[config.mk]
export PLATFORM = sky130hd
export DESIGN_NAME = lge_ctrl
export DESIGN_NICKNAME = d
export VERILOG_FILES = /design/src/rtl/lge_pkg.sv /design/src/rtl/lge_ctrl.sv
export SDC_FILE = /design/constraint.sdc
export NUM_CORES = 1
export LEC_CHECK = 0
export BUFFER_PORTS_ARGS = -buffer_cell sky130_fd_sc_hd__buf_2
export CAP_MARGIN = 25
export CORE_MARGIN = 3
export CORE_UTILIZATION = 31
export DETAILED_ROUTE_END_ITERATION = 8
export PLACE_DENSITY = 0.6
export SLEW_MARGIN = 20
export SYNTH_ARGS = -nofsm -noshare
export SYNTH_HDL_FRONTEND = slang
export SYNTH_SLANG_ARGS = --single-unit
[constraint.sdc]
create_clock -name clk -period 2.2 [get_ports clk]
set_clock_uncertainty 0.2 [all_clocks]
set_input_delay 0.11 -clock clk [delete_from_list [all_inputs] [get_ports clk]]
set_output_delay 0.11 -clock clk [all_outputs]
set_load 0.02 [all_outputs]
[src/rtl/lge_pkg.sv]
`default_nettype none
package lge_pkg;

	localparam int GRID_MAX_DEF = 64;

	// Fixed field widths of the ports.
	localparam int OP_W    = 2;
	localparam int COORD_W = 6;
	localparam int CFG_W   = 7;
	localparam int POP_W   = 13;
	localparam int NB_W    = 4;

	// Operation codes.
	localparam logic [OP_W-1:0] OP_WRITE   = 2'd0;
	localparam logic [OP_W-1:0] OP_READ    = 2'd1;
	localparam logic [OP_W-1:0] OP_ADVANCE = 2'd2;

	// B3/S23 neighbour counts.
	localparam logic [NB_W-1:0] BIRTH_CNT   = 4'd3;
	localparam logic [NB_W-1:0] SURVIVE_CNT = 4'd2;

	typedef struct packed {
		logic load_in;
		logic cfg_wr;
		logic sweep_clr;
		logic rd_sweep;
		logic adv;
		logic rd_op;
		logic commit;
	} cmd_t;

endpackage
`default_nettype wire

[src/rtl/lge_ctrl.sv]
`default_nettype none
module lge_ctrl #(
	parameter int GRID_MAX = lge_pkg::GRID_MAX_DEF,
	localparam int N_W = $clog2(GRID_MAX + 1)
) (
	input  wire logic                     clk,
	input  wire logic                     arst_n,
	input  wire logic                     in_valid,
	output logic                          in_stall,
	input  wire logic [lge_pkg::OP_W-1:0] op,
	output logic                          out_valid,
	input  wire logic                     out_stall,
	input  wire logic                     cfg_valid,
	output logic                          cfg_ready,
	input  wire logic [N_W-1:0]           size,
	output lge_pkg::cmd_t                 cmd,
	output logic [N_W-1:0]                sweep_row
);
	import lge_pkg::*;

	localparam int K_W = $clog2(GRID_MAX + 3);

	typedef enum logic [4:0] {
		S_IDLE  = 5'b00001,
		S_COUNT = 5'b00010,
		S_ADV   = 5'b00100,
		S_OP_RD = 5'b01000,
		S_OP_WB = 5'b10000
	} state_t;

	state_t         state_q, state_d;
	logic [K_W-1:0] k_q;
	logic           dirty_q;
	logic           out_valid_q;
	logic           accept;
	logic           sweeping;
	logic           sweep_end;
	logic           out_free;

	assign accept    = in_valid && (state_q == S_IDLE);
	assign in_stall  = (state_q != S_IDLE);
	// A pending input transaction takes precedence, so a size change never lands on the
	// same edge as an accepted operation.
	assign cfg_ready = (state_q == S_IDLE) && !in_valid;
	assign sweeping  = (state_q == S_COUNT) || (state_q == S_ADV);
	// The sweep counter runs on to size + 2, past the last row, so the write-back and the count pipeline drain.
	assign sweep_end = (k_q == (K_W'(size) + K_W'(2)));
	assign out_free  = !out_valid_q || !out_stall;
	assign out_valid = out_valid_q;
	assign sweep_row = N_W'(k_q);

	always_comb begin
		state_d = state_q;
		case (state_q)
			S_IDLE: begin
				if (accept) begin
					if (op == OP_ADVANCE) begin
						state_d = S_ADV;
					end else if (dirty_q) begin
						state_d = S_COUNT;
					end else begin
						state_d = S_OP_RD;
					end
				end
			end
			S_COUNT, S_ADV: begin
				if (sweep_end) begin
					state_d = S_OP_RD;
				end
			end
			S_OP_RD: begin
				state_d = S_OP_WB;
			end
			S_OP_WB: begin
				if (out_free) begin
					state_d = S_IDLE;
				end
			end
			default: begin
				state_d = S_IDLE;
			end
		endcase
	end

	always_comb begin
		cmd.load_in   = accept;
		cmd.cfg_wr    = cfg_valid && cfg_ready;
		cmd.sweep_clr = accept && ((op == OP_ADVANCE) || dirty_q);
		cmd.rd_sweep  = sweeping && (k_q <= K_W'(size));
		cmd.adv       = (state_q == S_ADV);
		cmd.rd_op     = (state_q == S_OP_RD);
		cmd.commit    = (state_q == S_OP_WB) && out_free;
	end

	always_ff @(posedge clk or negedge arst_n) begin
		if (!arst_n) begin
			state_q     <= S_IDLE;
			k_q         <= '0;
			dirty_q     <= 1'b0;
			out_valid_q <= 1'b0;
		end else begin
			state_q <= state_d;
			if (accept) begin
				k_q <= '0;
			end else if (sweeping) begin
				k_q <= k_q + K_W'(1);
			end
			// A new size invalidates the running population and border counts.
			if (cmd.cfg_wr) begin
				dirty_q <= 1'b1;
			end else if (sweeping && sweep_end) begin
				dirty_q <= 1'b0;
			end
			out_valid_q <= cmd.commit || (out_valid_q && out_stall);
		end
	end

	a_commit_free: assert property (@(posedge clk) disable iff (!arst_n)
		cmd.commit |-> (!out_valid_q || !out_stall))
		else $error("result committed while the output register was occupied");

	a_commit_shows: assert property (@(posedge clk) disable iff (!arst_n)
		cmd.commit |=> out_valid_q)
		else $error("committed result not presented");

	a_accept_busy: assert property (@(posedge clk) disable iff (!arst_n)
		(in_valid && !in_stall) |=> (state_q != S_IDLE))
		else $error("accepted transaction did not start work");

	a_counts_clean: assert property (@(posedge clk) disable iff (!arst_n)
		(state_q == S_OP_WB) |-> !dirty_q)
		else $error("result formed from stale counts");

	a_sweep_bound: assert property (@(posedge clk) disable iff (!arst_n)
		sweeping |-> (k_q <= (K_W'(size) + K_W'(2))))
		else $error("sweep counter ran past its end");

endmodule
`default_nettype wire

* Yosys cells after proc, flatten, opt, wreduce, memory -nomap -nowiden
Cells that the tools add are included.
W data, S select, Z words.
** Storage, ports and cells
- Word-level logic and storage cells :: 47
- Output and inout bits :: 17
- Latch bits :: 0
- Bits in writable memories :: 0
- Memories kept :: 0
- Register bits :: 14
- Bits in read-only memories :: 0
** Operators by class
- Order comparisons :: 1
- Shift operators :: 0
- $mul :: 0
- Divide/modulo/power cells :: 0
- Reduce and logical (&&, ||, !) cells :: 19
- Bitwise operators :: 0
- Equal/unequal tests :: 11
- Multiplexer cells :: 10
- $add $sub $neg :: 2
** Operators by type and width (number)
- $pmux W5 S4 :: 1
- $mux W5 :: 3
- $mux W7 :: 2
- $logic_and A1 B1 Y1 :: 8
- $mux W4 :: 2
- $add A7 B1 Y7 const B :: 1
- $add A7 B2 Y7 const B :: 1
- $eq A7 B7 Y1 :: 1
- $le A7 B7 Y1 :: 1
- $ne A2 B2 Y1 const B :: 3
- $eq A5 B1 Y1 const B :: 1
- $eq A5 B2 Y1 const B :: 1
- $eq A5 B3 Y1 const B :: 1
- $eq A5 B4 Y1 const B :: 1
- $eq A5 B5 Y1 const B :: 1
- $ne A5 B1 Y1 const B :: 1
- $logic_or A1 B1 Y1 :: 4
- $reduce_bool A2 Y1 :: 2
- $logic_not A1 Y1 :: 3
- $reduce_and A3 Y1 :: 1
- $eq A2 B2 Y1 const B :: 1
- $mux W1 :: 2
- $reduce_or A2 Y1 :: 1

* Depth between registers and ports, before layout
Gate-level depths: netlist of run 1.
- Depth after elaboration :: 5
- Mapped depth :: 7
- Depth with buffers taken out :: 7

* Worst setup path before layout of run 1
Ideal clock, no wire load.
- Path kind :: register to register
- Start point :: reg state_q[1]
- End point :: reg dirty_q
- Library setup time :: 118 ps
- Stages on the path, launching flop included :: 6
- Arrival :: 1808 ps
- Setup slack :: 74 ps
- Buffers on the path :: 0
- Clock period less this slack :: 2126 ps
- Path through :: dfrtp_1 -> xnor2_1 -> or4_4 -> or3_1 -> or3_1 -> a21o_1
** Between the ends
- Word-level cells in the longest chain between the ends :: 4
** RTL lines
- from (decl) :: RTL line lge_ctrl.sv:31 : state_t state_q, state_d;
- from (signal assigned) :: RTL line lge_ctrl.sv:102 : state_q <= state_d;
- $eq A5 B1 Y1 (tied with other cells) :: RTL line lge_ctrl.sv:44 : assign cfg_ready = (state_q == S_IDLE) && !in_valid;
- $logic_and A1 B1 Y1 or $logic_or A1 B1 Y1 (tied branches) :: RTL line lge_ctrl.sv:44, lge_ctrl.sv:45
- $logic_and A1 B1 Y1, on equally long branches :: RTL line lge_ctrl.sv:87, lge_ctrl.sv:111
- $mux W1 or $reduce_bool A2 Y1 (tied branches)
- to (signal assigned) :: RTL line lge_ctrl.sv:99 : dirty_q <= 1'b0;
- to (signal assigned) :: RTL line lge_ctrl.sv:110 : dirty_q <= 1'b1;
- to (signal assigned) :: RTL line lge_ctrl.sv:112 : dirty_q <= 1'b0;
- to (decl) :: RTL line lge_ctrl.sv:33 : logic dirty_q;
Several ways; a longest one is shown, not always the timed one.
A chain may end at the register's enable or synchronous reset.

* Final worst setup path of run 1
- Start point :: reg state_q[2]
- End point :: reg dirty_q
Same word-level chain as after synthesis.

==> results of run 1 <==
-- critical path, delay by kind of cell (launching register included) --
| kind | cells | cell delay (ps) |
|---|---|---|
| AOI/OAI and AO/OA | 1 | 180 |
| xor gates and xnor gates | 1 | 160 |
| DFF | 1 | 410 |
| and+or+nand+nor | 3 | 1070 |
-- cells by family (layout without fill, tap and decap cells) --
| kind of cell | count (synthesis) | after routing | synth area share, % |
|---|---|---|---|
| buf+inv | 13 | 59 | 5.17 |
| compound gates | 18 | 18 | 11.3 |
| fa+ha+maj | 9 | 9 | 11.1 |
| simple gates | 51 | 51 | 26.6 |
| xor+xnor | 13 | 13 | 11.2 |
| flops | 14 | 14 | 34.6 |
-- path summary, 6_finish.rpt --
check	start	depth (start not counted)	slack (ps)	end
setup / recovery	state_q[2]$_DFFE_PN0P_	5	70	dirty_q$_DFFE_PN0P_
hold / removal	op[0]	4	-3	state_q[1]$_DFFE_PN0P_
setup reg to reg	state_q[2]$_DFFE_PN0P_	5	70	dirty_q$_DFFE_PN0P_
hold reg to reg	dirty_q$_DFFE_PN0P_	1	340	dirty_q$_DFFE_PN0P_
max in group asynchronous	arst_n	2	1450	state_q[0]$_DFFE_PN1P_
min in group asynchronous	arst_n	2	60	state_q[4]$_DFFE_PN0P_
-- power by group --
group          leakage, nW  switching (W)  internal (W)
clock               0.0150      0.0000842     0.0000702
combinational        0.506       0.000383      0.000282
sequential           0.183      0.0000601      0.000324
total                0.703       0.000527      0.000676
-- stage by stage --
step	worst slack (ps)	instance area (µm²)	hold slack, ps
after floorplan	73.8	1020	-386
after global placement	80.9	1260	-179
after detailed placement	39.1	1260	-174
after CTS	17.4	1350	7.93
after global routing	-27.9	1400	64.4
final	72.6	1400	-3.04
-- synth_stat cells, types with 2 or more instances --
| library cell | n | share of area, % |
|---|---|---|
| sky130_fd_sc_hd__a211oi_1 | 2 | 1.5 |
| sky130_fd_sc_hd__a21oi_1 | 3 | 1.5 |
| sky130_fd_sc_hd__and2_1 | 2 | 1.2 |
| sky130_fd_sc_hd__and3_1 | 3 | 1.8 |
| sky130_fd_sc_hd__dfrtp_1 | 13 | 32 |
| sky130_fd_sc_hd__ha_1 | 9 | 11 |
| sky130_fd_sc_hd__inv_1 | 11 | 4.1 |
| sky130_fd_sc_hd__nand2_1 | 11 | 4.1 |
| sky130_fd_sc_hd__nand3_1 | 4 | 2.0 |
| sky130_fd_sc_hd__nand4_1 | 4 | 2.5 |
| sky130_fd_sc_hd__nor2_1 | 15 | 5.5 |
| sky130_fd_sc_hd__nor2b_1 | 2 | 1.2 |
| sky130_fd_sc_hd__nor4_1 | 2 | 1.2 |
| sky130_fd_sc_hd__o21a_1 | 2 | 1.5 |
| sky130_fd_sc_hd__o21ai_0 | 4 | 2.0 |
| sky130_fd_sc_hd__o22ai_1 | 3 | 1.8 |
| sky130_fd_sc_hd__or3_1 | 2 | 1.2 |
| sky130_fd_sc_hd__xnor2_1 | 7 | 6.0 |
| sky130_fd_sc_hd__xor2_1 | 6 | 5.2 |
-- flip-flops by register name, summed over array words and instances, names as in the netlist --
register and flops:
sweep_row 7, state_q 5, out_valid 1, dirty_q 1
-- placed cells by master (no fill, tap or decap), types with 6 or more instances in the layout --
| master | instances |
|---|---|
| sky130_fd_sc_hd__buf_2 | 28 |
| sky130_fd_sc_hd__xor2_1 | 6 |
| sky130_fd_sc_hd__inv_1 | 11 |
| sky130_fd_sc_hd__xnor2_1 | 6 |
| sky130_fd_sc_hd__ha_1 | 8 |
| sky130_fd_sc_hd__buf_4 | 9 |
| sky130_fd_sc_hd__nor2_1 | 14 |
| sky130_fd_sc_hd__dlygate4sd3_1 | 6 |
| sky130_fd_sc_hd__nand2_1 | 11 |
| sky130_fd_sc_hd__dfrtp_1 | 12 |
-- layer usage --
metal	part of all wire [%]	global-route usage [%]	up-vias	wire length [µm]
met2	49	22.5	20	1250
met1	45	16.2	481	1140
met5	0	0	-	0
met3	3.9	2.14	2	99
li1	-	-	508	-
met4	1.2	7.82	0	31
-- area by class of cell --
class / count / area [µm²] / area share (%)
timing repair buffer: 43 / 268 / 19.2
multi-input combinational: 91 / 651 / 46.6
sequential: 14 / 353 / 25.2
clock buffer: 4 / 26.3 / 1.88
inverter: 12 / 45.0 / 3.22
tap: 44 / 55.1 / 3.94
-- timing repair --
item / CTS / global route
gates resized for setup: 0 / 10
buffers inserted: 0 / 1
hold buffers: 6 / 0
hold endpoints to repair: 20 / 0
setup endpoints to repair: 0 / 3
==> metrics.md, run 1 <==
| Metric | Value |
|---|---|
| Width of the die | `63.3 µm` |
| Setup-violating endpoint count in the final report | `0` |
| Share of final-layout standard cells stronger than drive strength 1 | `31.1%` |
| Avg Cell Area, Syn | `8.61 µm²` |
| Share of the cycle needed by the critical path after routing | `96.7%` |
| Gate Count Post-Synth | `118` |
| Clock latency reported for the late side of the worst-skew pair | `280 ps` |
| Power density of the placed cells | `861 nW/µm²` |
| Final Util | `45.4%` |
| Post-detailed-route count of antenna-violating nets | `0` |
| Worst Path Arrival | `2100 ps` |
| Final instance count without filler cells | `208` |
| Final period demand of the worst path | `2130 ps` |
| Vert. Die Dim | `63.3 µm` |
| Run status | `finished, violations left` |
| Highest-delay cell along the critical path | `sky130_fd_sc_hd__or4_4` |
| Final Max Tran Viols | `0` |
| Final TNS setup | `0 ps` |
| Critical path data required time | `2170 ps` |
| IO buf count | `30` |
| Clock tree root driver cell | `sky130_fd_sc_hd__clkbuf_4` |
| Worst-case headroom to the max-slew limit | `72.1%` |
| Filler cell count | `304` |
| Final global-route overflow total | `0` |
| Floorplan die area | `4000 µm²` |
| Register clock-pin slew on the reported worst setup and hold paths | `90 ps` |
| Maximum clock insertion buffer count | `2` |
| Worst-case hold slack | `-3.04 ps` |
| Via Count | `1011` |
| Number of H-tree levels | `1` |
| CP max FO | `2` |
| Violations in the final reports | `hold timing` |
| Number of maximum-capacitance violations | `0` |
| Sequential area share after synthesis | `34.6%` |
| Synthesis-stage register bit count | `14` |
| Detail Placement HPWL | `1990 µm` |
| Boundary Pins | `31` |
| Count of unresolved DRC violations after routing | `0` |
| DR WL/cell | `12.1 µm` |
| Clock tree from TritonCTS | `done` |
| Measured slew at the worst slew-check pin | `415 ps` |
| GP Congestion | `0.791` |
| Vias in the first global route | `994` |
| Net count of the mapped netlist | `141` |
| Layout Nets | `188` |
| Total power | `0.00120 W` |
| Type of the tightest min-delay check | `primary input to flip-flop` |
| DRC marker count from the first detailed-route iteration | `37` |
| Number of antenna violations at the first check in global routing | `0` |
| Number of clock sinks | `14` |
| Core area | `3080 µm²` |
| Ordered cell list for the critical path | `xnor2_2, or4_4, or3_1, or3_4, a21o_1` |
| Maximum achievable frequency | `470 MHz` |
| Post-synth ARST share | `100%` |
| Final hold violation count | `1` |
| Pre-antenna DRT Iters | `4` |
| Leading register cell type out of synthesis | `sky130_fd_sc_hd__dfrtp_1` |
| Critical path launch point type | `flip-flop` |
| Post-synthesis cell type count | `32` |
| Total clock buffers created by CTS | `3` |
| Total instance count after detailed placement | `197` |
| Detail-routed via count per cell | `4.86` |
| Wire length of the first global-routing pass | `4330 µm` |
| Initial core utilization | `33.0%` |
| Number of placement rows | `20` |
| Warning count from the yosys run | `0` |
| Biggest cell delay along the critical path | `420 ps` |
| Leakage | `0.703 nW` |
| Syn Std Cell Area | `1020 µm²` |
| Total Routing Usage GR | `13.4%` |
| Largest net degree at the start of global routing | `15` |
| Area growth from synthesis to layout | `37.6%` |
| Antenna cell count | `0` |
| Aggregate routed wire length | `2520 µm` |
| Largest voltage drop on the vdd net | `0.277 mV` |
| Number of flops mapped to enable cells by yosys | `0` |
| Start-to-end type of the worst setup path | `flip-flop to flip-flop` |
| CP Capture Type | `flip-flop` |
(Power assumes the default switching activity.)
==> run 2: changes to the inputs <==
Settings changed: REMOVE_ABC_BUFFERS set to 1.
==> run 2 against run 1 <==
The run now ends clean. Cell area is 0.36% higher. Core utilization grew 0.16 points. Global-route usage hardly changed. Register-to-register slack is essentially flat. Setup slack worse by 7.0 ps. Sequential share of layout area fell by 0.090 points. Total power rose by 4.4%. Non-clock buffer count increased by 1. Critical path type unchanged. Critical endpoint unchanged. Highest routed layer unchanged.
==> metrics.md, run 2 (same netlist as run 1, synthesis figures left out) <==
| Metric | Value |
|---|---|
| Wire length of the first global-routing pass | `4400 µm (+1.6%)` |
| Antenna cell count | `0 (unchanged)` |
| Reg-to-reg critical path startpoint | `state_q[1]$_DFFE_PN0P_` |
| Vert. Die Dim | `63.3 µm (unchanged)` |
| Total instance count after detailed placement | `197 (unchanged)` |
| Post-DP Area | `1260 µm² (unchanged)` |
| Ordered cell list for the critical path | `xnor2_2, or4_4, or3_1, or3_4, a21o_1` |
| Unrepaired setup endpoints after global routing | `false` |
| Leakage | `0.714 nW (+1.6%)` |
| Clock latency reported for the late side of the worst-skew pair | `270 ps (about the same)` |
| Power density of the placed cells | `896 nW/µm² (+4.0%)` |
| Share of the cycle needed by the critical path after routing | `97.0% (+0.32 points)` |
| GP Congestion | `0.812 (+2.7%)` |
| Final global-route overflow total | `0 (unchanged)` |
| Number of cell instances on the worst register-to-register path | `5 (unchanged)` |
| Final period demand of the worst path | `2130 ps (+6.96 ps)` |
| Worst Setup EP | `dirty_q$_DFFE_PN0P_` |
| Start point of the critical path | `state_q[1]$_DFFE_PN0P_` |
| CP Capture Type | `flip-flop` |
| Largest net degree at the start of global routing | `15 (unchanged)` |
| Largest voltage drop on the vdd net | `0.406 mV (+47%)` |
| Total Routing Usage GR | `13.4% (-0.032 points)` |
| Boundary Pins | `31 (unchanged)` |
| Number of maximum-capacitance violations | `0 (unchanged)` |
| Vias in the first global route | `990 (-0.40%)` |
| Number of clock sinks | `14 (unchanged)` |
| Setup-violating endpoint count in the final report | `0 (unchanged)` |
| Biggest cell delay along the critical path | `420 ps (about the same)` |
| Post-detailed-route count of antenna-violating nets | `0 (unchanged)` |
| Worst Path Arrival | `2100 ps (about the same)` |
| Area growth from synthesis to layout | `38.1%` |
| Clock tree root driver cell | `sky130_fd_sc_hd__clkbuf_4` |
| Final Max Tran Viols | `0 (unchanged)` |
| Via Count | `1018 (+0.69%)` |
| Leading cell type in the layout, fill and taps excluded | `sky130_fd_sc_hd__buf_2` |
| Count of unresolved DRC violations after routing | `0 (unchanged)` |
| Maximum clock insertion buffer count | `2 (unchanged)` |
| Floorplan die area | `4000 µm² (unchanged)` |
| Detail-routed via count per cell | `4.87 (+0.21%)` |
| Endpoint of the worst-slack reg-to-reg timing path | `dirty_q$_DFFE_PN0P_` |
| Total clock buffers created by CTS | `3 (unchanged)` |
| Final Util | `45.6% (+0.16 points)` |
| Initial core utilization | `33.0% (unchanged)` |
| Pre-antenna DRT Iters | `4 (unchanged)` |
| Number of antenna violations at the first check in global routing | `0 (unchanged)` |
| Share of final-layout standard cells stronger than drive strength 1 | `32.1% (+1.0 points)` |
| Core area | `3080 µm² (unchanged)` |
| Most frequent cells in the layout | `sky130_fd_sc_hd__buf_2, sky130_fd_sc_hd__nor2_1, sky130_fd_sc_hd__dfrtp_1` |
| Width of the die | `63.3 µm (unchanged)` |
| Register clock-pin slew on the reported worst setup and hold paths | `80 ps (about the same)` |
| Aggregate routed wire length | `2610 µm (+3.6%)` |
| Run status | `finished clean` |
| Type of the tightest min-delay check | `primary input to flip-flop` |
| Start-to-end type of the worst setup path | `flip-flop to flip-flop` |
| Number of H-tree levels | `1 (unchanged)` |
| Critical path launch point type | `flip-flop` |
| Number of placement rows | `20 (unchanged)` |
| Setup slack of the worst register-to-register path | `70 ps (about the same)` |
| Post-Layout Inst Area | `1400 µm² (+0.36%)` |
| Detail Placement HPWL | `2080 µm (+4.7%)` |
| Layout Nets | `189 (+0.53%)` |
| DRC marker count from the first detailed-route iteration | `44 (+19%)` |
| Maximum achievable frequency | `469 MHz (-0.33%)` |
| Highest-delay cell along the critical path | `sky130_fd_sc_hd__dfrtp_1` |
| Critical path data required time | `2170 ps (about the same)` |
| Clock tree from TritonCTS | `done` |
| Worst-case headroom to the max-slew limit | `68.6% (-3.5 points)` |
| Final TNS setup | `0 ps (unchanged)` |
| Final instance count without filler cells | `209 (+0.48%)` |
| Measured slew at the worst slew-check pin | `466 ps (+51.3 ps)` |
| Final hold violation count | `0 (-1)` |
| Worst-case hold slack | `30.6 ps (+33.6 ps)` |
| DR WL/cell | `12.5 µm (+3.1%)` |
| CP max FO | `2 (unchanged)` |
| Max reg flops | `7 (unchanged)` |
| IO buf count | `30 (unchanged)` |
## run 2: cell types whose count changed in the layout (fill, tap and decap cells not counted), sizes merged
cell | before | now
buf | 37 | 38
## run 2: timing repair
item	CTS	global route
setup endpoints to repair	1	3
hold buffers	6	0
gates resized for setup	2	5
pin swaps	1	1
endpoints found under the hold margin	18	0
setup buffers	1	1
## run 2: worst min path at each step
stage | to | startpoint | depth (start not counted)
floorplan | dirty_q$_DFFE_PN0P_ | arst_n | 0
global placement | out_valid$_DFF_PN0_ | arst_n | 1
detailed placement | state_q[4]$_DFFE_PN0P_ | arst_n | 1
CTS | state_q[1]$_DFFE_PN0P_ | op[0] | 4
global route | state_q[1]$_DFFE_PN0P_ | op[0] | 4
finish | state_q[1]$_DFFE_PN0P_ | op[0] | 4
## run 2: layout make-up
cell class,instances,area [µm²]
fill,311,1680
multi-input combinational,91,643
sequential,14,353
timing repair buffer,44,270
tap,44,55.1
inverter,12,45.0
clock buffer,4,36.3
## run 2: where the power goes
part           internal, W  total, W  switching [W]
Combinational     0.000297  0.000701       0.000404
Clock             0.000100  0.000181      0.0000802
Sequential        0.000322  0.000374      0.0000522
Total             0.000720   0.00126       0.000536
## run 2: worst max-delay path: cells and delay by family (launching register included)
| kind | cells | cell delay, ps |
|---|---|---|
| simple gates | 3 | 1070 |
| flops | 1 | 420 |
| compound gates | 1 | 180 |
| xor+xnor | 1 | 150 |
## run 2: stage by stage
stage                     setup slack, ps  power (W)
after CTS                            8.19    0.00122
final                                65.6    0.00126
after global placement               75.8   0.000984
after floorplan                      73.8   0.000770
after detailed placement            -4.31    0.00100
after global routing                 5.19    0.00135
## run 2: per-layer routing
metal,track usage (%),vias up,wire length [µm]
met2,25.8,17,1420
met4,3.23,0,28
met5,0,-,0
met1,15.6,492,1100
li1,-,507,-
met3,1.43,2,65
